<file path="src/rtl/rplt_pkg.sv">
// ----------------------------------------------------------------------------
// Route prefix lookup table package
// Shared types, codes and constants of the route table cell chain.
// ----------------------------------------------------------------------------
package rplt_pkg;

	localparam int TABLE_ENTRIES_DEF = 64;
	localparam int V4_BITS = 32;
	localparam int V6_BITS = 128;
	localparam int V4_PAD = V6_BITS - V4_BITS;

	localparam int FLG_ADDR = 0;
	localparam int FLG_MASK = 1;
	localparam int FLG_GW = 2;
	localparam int FLG_SCOPE = 3;

	typedef enum logic [1:0] {
		K_CLEAR = 2'd0,
		K_INSERT = 2'd1,
		K_LOOKUP = 2'd2
	} kind_t;

	typedef enum logic [1:0] {
		OP_NONE = 2'd0,
		OP_INS = 2'd1,
		OP_LOOK = 2'd2
	} op_t;

	typedef enum logic [1:0] {
		ST_OK = 2'd0,
		ST_MISS = 2'd1,
		ST_FULL = 2'd2
	} status_t;

	typedef struct packed {
		logic [63:0] hi;
		logic [63:0] lo;
		logic [7:0] len;
		logic [3:0] flags;
		logic [15:0] ifx;
	} entry_t;

	typedef struct packed {
		logic vld;
		op_t op;
		logic v6;
		logic [63:0] ahi;
		logic [63:0] alo;
		entry_t ent;
		logic shift;
		logic done;
		logic hit;
		logic dhit;
		logic [15:0] found;
		logic [15:0] dflt;
		status_t status;
	} tok_t;

endpackage

</file>
<file path="src/rtl/rplt_cell.sv">
// ----------------------------------------------------------------------------
// Route table cell
// Holds one sorted slot of each family table and works on the beat passing by.
// ----------------------------------------------------------------------------
module rplt_cell #(
	parameter int IDX = 0,
	parameter int CW = 7
) (
	input logic clk,
	input logic arst_n,
	input logic en,
	input rplt_pkg::tok_t tok_i,
	input logic [CW-1:0] cnt_i,
	output rplt_pkg::tok_t tok_o,
	output logic [CW-1:0] cnt_o
);
	import rplt_pkg::*;

	entry_t ent_q [2];
	tok_t tok_q;
	logic vld_q;
	logic [CW-1:0] cnt_q;
	tok_t nt;
	entry_t e;
	logic wr;
	logic occ;
	logic stays;
	logic [7:0] lenx;
	logic [127:0] mask;
	logic match;
	logic dcand;

	always_comb begin
		e = ent_q[tok_i.v6];
		nt = tok_i;
		wr = 1'b0;
		occ = CW'(IDX) < cnt_i;
		stays = (e.len > tok_i.ent.len) || ((e.len == tok_i.ent.len) &&
			(!e.flags[FLG_SCOPE] || tok_i.ent.flags[FLG_SCOPE]));
		lenx = tok_i.v6 ? e.len : e.len + 8'(V4_PAD);
		mask = ~({128{1'b1}} >> lenx);
		match = ((({e.hi, e.lo} ^ {tok_i.ahi, tok_i.alo}) & mask) == 128'd0) &&
			(e.ifx != 16'd0) && e.flags[FLG_MASK];
		dcand = (!e.flags[FLG_ADDR] || ((e.hi == 64'd0) && (e.lo == 64'd0))) &&
			(!e.flags[FLG_MASK] || (e.len == 8'd0)) && e.flags[FLG_GW];
		if (tok_i.vld && (tok_i.op == OP_INS) && !tok_i.done) begin
			if (occ) begin
				if (tok_i.shift || !stays) begin
					wr = 1'b1;
					nt.ent = e;
					nt.shift = 1'b1;
				end
			end else begin
				wr = 1'b1;
				nt.done = 1'b1;
			end
		end
		if (tok_i.vld && (tok_i.op == OP_LOOK) && occ) begin
			if (!tok_i.hit && match) begin
				nt.hit = 1'b1;
				nt.found = e.ifx;
			end
			if (!tok_i.dhit && dcand) begin
				nt.dhit = 1'b1;
				nt.dflt = e.ifx;
			end
		end
	end

	always_ff @(posedge clk) begin
		if (en && wr) begin
			ent_q[tok_i.v6] <= tok_i.ent;
		end
	end

	always_ff @(posedge clk or negedge arst_n) begin
		if (!arst_n) begin
			vld_q <= 1'b0;
		end else if (en) begin
			vld_q <= tok_i.vld;
		end
	end

	always_ff @(posedge clk) begin
		if (en) begin
			tok_q <= nt;
			cnt_q <= cnt_i;
		end
	end

	always_comb begin
		tok_o = tok_q;
		tok_o.vld = vld_q;
	end

	assign cnt_o = cnt_q;

endmodule

</file>
<file path="config.mk">
export PLATFORM = sky130hd
export DESIGN_NAME = rplt_cell
export DESIGN_NICKNAME = d
export VERILOG_FILES = /design/src/rtl/rplt_pkg.sv /design/src/rtl/rplt_cell.sv
export SDC_FILE = /design/constraint.sdc
export NUM_CORES = 1
export LEC_CHECK = 0
export BUFFER_PORTS_ARGS = -buffer_cell sky130_fd_sc_hd__buf_2
export CAP_MARGIN = 20
export CORE_MARGIN = 10
export CORE_UTILIZATION = 30
export CTS_CLUSTER_SIZE = 24
export DETAILED_ROUTE_END_ITERATION = 10
export SETUP_SLACK_MARGIN = 0.15
export SYNTH_ARGS = -nofsm -noshare
export SYNTH_HDL_FRONTEND = slang
export SYNTH_SLANG_ARGS = --single-unit
</file>
<file path="constraint.sdc">
create_clock -name clk -period 8.9 [get_ports clk]
set_clock_uncertainty 0.15 [all_clocks]
set_input_delay 1.78 -clock clk [delete_from_list [all_inputs] [get_ports clk]]
set_output_delay 1.78 -clock clk [all_outputs]
set_load 0.01 [all_outputs]
</file>
# --- After elaboration in Yosys (flattened, before gate mapping) ---
# Memory sizes are Yosys's and may differ from the RTL's.
# Index checks and enable logic that the tools add are counted.
classes:
  n_eq_ne: 3
  reduce_logical: 30
  shift: 1
  mux: 15
  bitwise_logic: 3
  addsub: 1
  order_cmp: 2
op_table:
  columns: ["operator", "n"]
  rows:
  - ["$mux 157", 2]
  - ["$mux 158", 1]
  - ["$and 128x128->128", 1]
  - ["$logic_not 128->1", 1]
  - ["$logic_not 64->1", 2]
  - ["$not 128->128", 1]
  - ["$shr 128x8->128 const A", 1]
  - ["$xor 128x128->128", 1]
  - ["$mux 34", 1]
  - ["$mux 16", 2]
  - ["$reduce_bool 16->1", 1]
  - ["$logic_and 1x1->1", 13]
  - ["$add 8x7->8 const B", 1]
  - ["$eq 8x8->1", 1]
  - ["$gt 8x8->1", 1]
  - ["$logic_not 8->1", 1]
  - ["$mux 1", 8]
  - ["$mux 8", 1]
  - ["$logic_not 1->1", 7]
  - ["$lt 1x7->1 const A", 1]
  - ["$logic_or 1x1->1", 5]
  - ["$eq 2x1->1 const B", 1]
  - ["$eq 2x2->1 const B", 1]
totals:
  memories: 1
  output_inout_bits: 333
  mem_bits_rw: 312
  regBits: 333
mem_list:
  columns: ["memory", "words", "width", "read_ports", "rd_ports_with_merged_regs", "write_ports", "line_no", "source"]
  rows:
  - ["ent_q", 2, 156, 1, 0, 1, "rplt_cell.sv:19", "entry_t ent_q [2];"]

# --- Logic depth before layout (Yosys ltp) ---
# An unclocked memory read counts as a cell.
depth:
  depth_word: 13
  depth_mapped: 18
  ltp_nobuf: 12

# --- Worst setup path before layout ---
# Ideal clock, no wire load.
synth_path:
  path_type: "in2reg"
  start: "in tok_i[322] (netlist name)"
  end: "mem ent_q[0][0] (netlist name), enable pin"
  cell_stages: 14
  arrival_ns: 10.657
  setup_slack_ns: -2.596
  n_path_buf: 5
  path_cell_list: "buf_6 -> buf_6 -> buf_6 -> buf_6 -> buf_6 -> a21oi_1 -> inv_1 -> ha_1 -> a21o_1 -> a21o_1 -> a21oi_1 -> o21ai_0 -> a31oi_1 -> nor2b_1"
synth_via:
  elab_chain_cells: 13
  word_cells_on_any_way: 15
synth_rtl:
  columns: ["element", "line_no", "source"]
  rows:
  - ["start: declaration", "rplt_cell.sv:12", "input rplt_pkg::tok_t tok_i,"]
  - ["branches (longest 13 deep; another with $mem_v2 2x156)", null, null]
  - ["end: declaration", "rplt_cell.sv:19", null]
# Parallel ways; which one is timed is not known.

==> results by group <==
Run status
  • Status: complete, no violations

Detailed routing
  • DRT antenna net count: 0
  • Via density: 5.075
  • Residual DRC: 0
  • Routed len/inst: a little under 30 um
  • Final WL: roughly 110 mm
  • Detailed-route via count: between 15000 and 20000
  • Pre-antenna DRT Iters: 5
  • DRT iter0 DRCs: 1468

Timing
  • Period Utilization, post-route: 0.7438
  • Sum Neg Setup Slack: 0 ns
  • Tmin final: 6.620 ns
  • # setup viols final: 0
  • Peak Freq: roughly 150 MHz
  • RSZ-0062 raised after global routing: no
  • Slew Viols, Final: 0
  • Max-slew headroom: 0.1996
  • Final hold viol count: 0
  • Slew @ Worst Pin: between 1 and 1.5 ns

Layout
  • # nets final: ~2900
  • Area delta synth->final: 26.50%
  • Layout cells sized above 1: 0.3445
  • Final cell count without fillers: roughly 3800

Setup path
  • Worst setup EP type: flop
  • Critical path required time: a little over 9 ns
  • Capture point of the worst reg-to-reg path: tok_o[33]
  • CP endpoint: tok_o[13]
  • R2R setup slack: 3.58 ns
  • Slowest cell on crit path: or4_1
  • Type of the worst setup path: in -> reg
  • Crit Path Max Fanout: a little over 90
  • Critical Path Stages: 11
  • RR Startpoint: ent_q[0][25]
  • Critical path's top delay family: simple AND/OR/NAND/NOR gates
  • CP Launch Type: input port
  • CP peak stage delay: ~0.65 ns
  • Crit. Startpoint: tok_i[322]
  • WP data arrival: a little under 7 ns
  • CP Cell Sequence: buf_8 -> buf_4 -> mux2i_1 -> nand4_1 -> or4_1 -> nor4_1 -> a41oi_1 -> or4_1 -> or2_1 -> buf_16 -> mux2_4
  • Worst R2R Path Depth: 13
  • Buf+Inv Stages, Crit Path: 3
  • CP dominant cell by count: or4_1

Clock network
  • Worst-Skew Late Latency: 0.64 ns
  • Post-CTS Setup Bufs: 0
  • Clock net sink count: 645
  • CTS tree: yes
  • Worst-path clk slew: around 0.06 ns
  • # H-tree levels: 3
  • CTS hold repair buffers: 0
  • Resized cells post-CTS: 0
  • Max Buffers Root-to-Sink: 3
  • Root Buffer: clkbuf_16
  • Num CTS Buffers: 74

Die
  • Starting Density: 0.3015
  • Core Region: approximately 90000 sq um
  • Row cnt: ~110
  • IO Pins: about 670
  • Die Y: 323.1 um
  • Die width: about 320 um
  • DIE AREA: 104400 sq um

Synth
  • Share of the yosys chip area belonging to registers: 0.7028
  • Area leader, netlist: edfxtp_1
  • Yosys reg bits: between 600 and 700
  • Yosys warning total: 0
  • Syn_area_per_cell: ~15 sq um
  • Yosys cell types: 77
  • Synth top cells by count: 644 x edfxtp_1, 181 x a21oi_1, 177 x nor2_1
  • Syn Inst Count: about 1800
  • Post-synth EDFFs: between 600 and 700
  • Synth Net Count: approximately 2200
  • Most used DFF post-synth: edfxtp_1
  • Share of synthesized registers carrying an async set or reset: 0.001550
  • Count leader, synth: edfxtp_1
  • Netlist Area Pre-Place: approximately 28000 sq um
  • Ranking of synthesized cells by area: edfxtp_1 70%, mux2i_1 4.9%, a21oi_1 3.3%
  • Synth top area share: 0.7018

Global routing
  • First-pass GRT wire length: 150.9 mm
  • Total Routing Usage GR: 0.2052
  • Pin count of the biggest net entering global routing: roughly 150
  • Number of global-route vias before repair: 19577
  • Initial antenna violation count: 26
  • Total grt overflow: 0

Place
  • DP Wirelength: slightly below 90 mm
  • Placed insts: between 3000 and 4000
  • I/O Buffers: around 670
  • GP Congestion: around 0.97

Flow run
  • Maxcap violations: 0

Power and ir drop
  • P per Cell Area: roughly 210 nW/um^2
  • Pleak: ~13 nW
  • Peak supply drop: between 0.15 and 0.2 mV

Worst hold path
  • Type of the tightest min-delay check: reg -> reg
[kinds of logic after synthesis]
logic type | after synthesis | synth area share
AOI/OAI and AO/OA | 337 | 0.07179
DFF | 645 | 0.7028
muxes | 204 | 0.08069
adders and majority gates | 9 | 0.004087
and+or+nand+nor | 413 | 0.07711
buffers and inverters | 95 | 0.02039
xor gates and xnor gates | 135 | 0.04318
[cell type report]
class | instances | area [sq um]
multi-input combinational | 1098 | 7646
inverter | 18 | 67.56
sequential | 645 | 19360
antenna | 7 | 17.52
clock buffer | 83 | 1928
fill | 8775 | 56530
clock inverter | 51 | 573.1
tap | 1186 | 1484
timing repair buffer | 706 | 3776
[worst min-delay path by stage]
stage | depth (start not counted) | endpoint | start | slack [ns]
after floorplan | 1 | vld_q | vld_q | 0.33
after global placement | 1 | vld_q | vld_q | 0.34
after detailed placement | 1 | vld_q | vld_q | 0.34
after CTS | 1 | vld_q | vld_q | 0.35
after global routing | 1 | vld_q | vld_q | 0.40
final | 1 | vld_q | vld_q | 0.35
[worst reg2reg max path: stages, from the launching register on]
cell and delay [ns]:
edfxtp_1 0.54, nor2b_1 0.25, a21oi_1 0.35, ha_1 0.26, xor2_2 0.34, a22oi_1 0.12
buf_4 0.24, a21oi_1 0.15, nor2_1 0.06, a2111oi_0 0.91, nand4_1 0.29, nor4_4 0.42
nand4_4 0.47, mux2_4 0.51
[layout by cell type (no fill, tap or decap), drive strengths merged, types with 16 or more instances in the layout]
master,netlist,final
mux2i,138,138
a21oi,182,182
buf,57,706
nor4,72,72
nor2,177,177
inv,18,24
nand2,45,45
nand3,16,16
a22oi,16,16
mux2,66,66
o21ai,55,55
clkinv,0,30
nand4,26,26
nor3,20,20
clkbuf,20,83
edfxtp,644,644
xor2,34,34
xnor2,101,101
[metrics by stage]
stage	setup WS, ns	hold slack [ns]	utilization	cell area, sq um	total power (W)
4_1_cts	2.055	0.3545	0.3809	34810	0.007450
6_report	2.280	0.3519	0.3814	34860	0.007355
3_3_place_gp	1.187	0.3361	0.3533	32280	0.004271
2_1_floorplan	0.4024	0.3319	-	27560	0.003862
3_5_place_dp	1.374	0.3418	0.3536	32310	0.004274
5_1_grt	2.073	0.4003	0.3813	34840	0.007619
[power breakdown]
group | switching [W] | internal, W | leakage (nW)
sequential | 0.0000313 | 0.00348 | 6.07
clock | 0.00126 | 0.00189 | 1.20
combinational | 0.000449 | 0.000244 | 5.74
[registers in the layout (all words and copies together) (netlist names)]
name   flops
vld_q      1
ent_q    312
cnt_o      7
tok_o    325
[layer usage]
layer  wire [um]  track usage
met5         160            0
met4        3114      0.06474
met3        8866      0.05117
met2       55750       0.3562
met1       43750       0.2475
(Power assumes the default switching activity.)
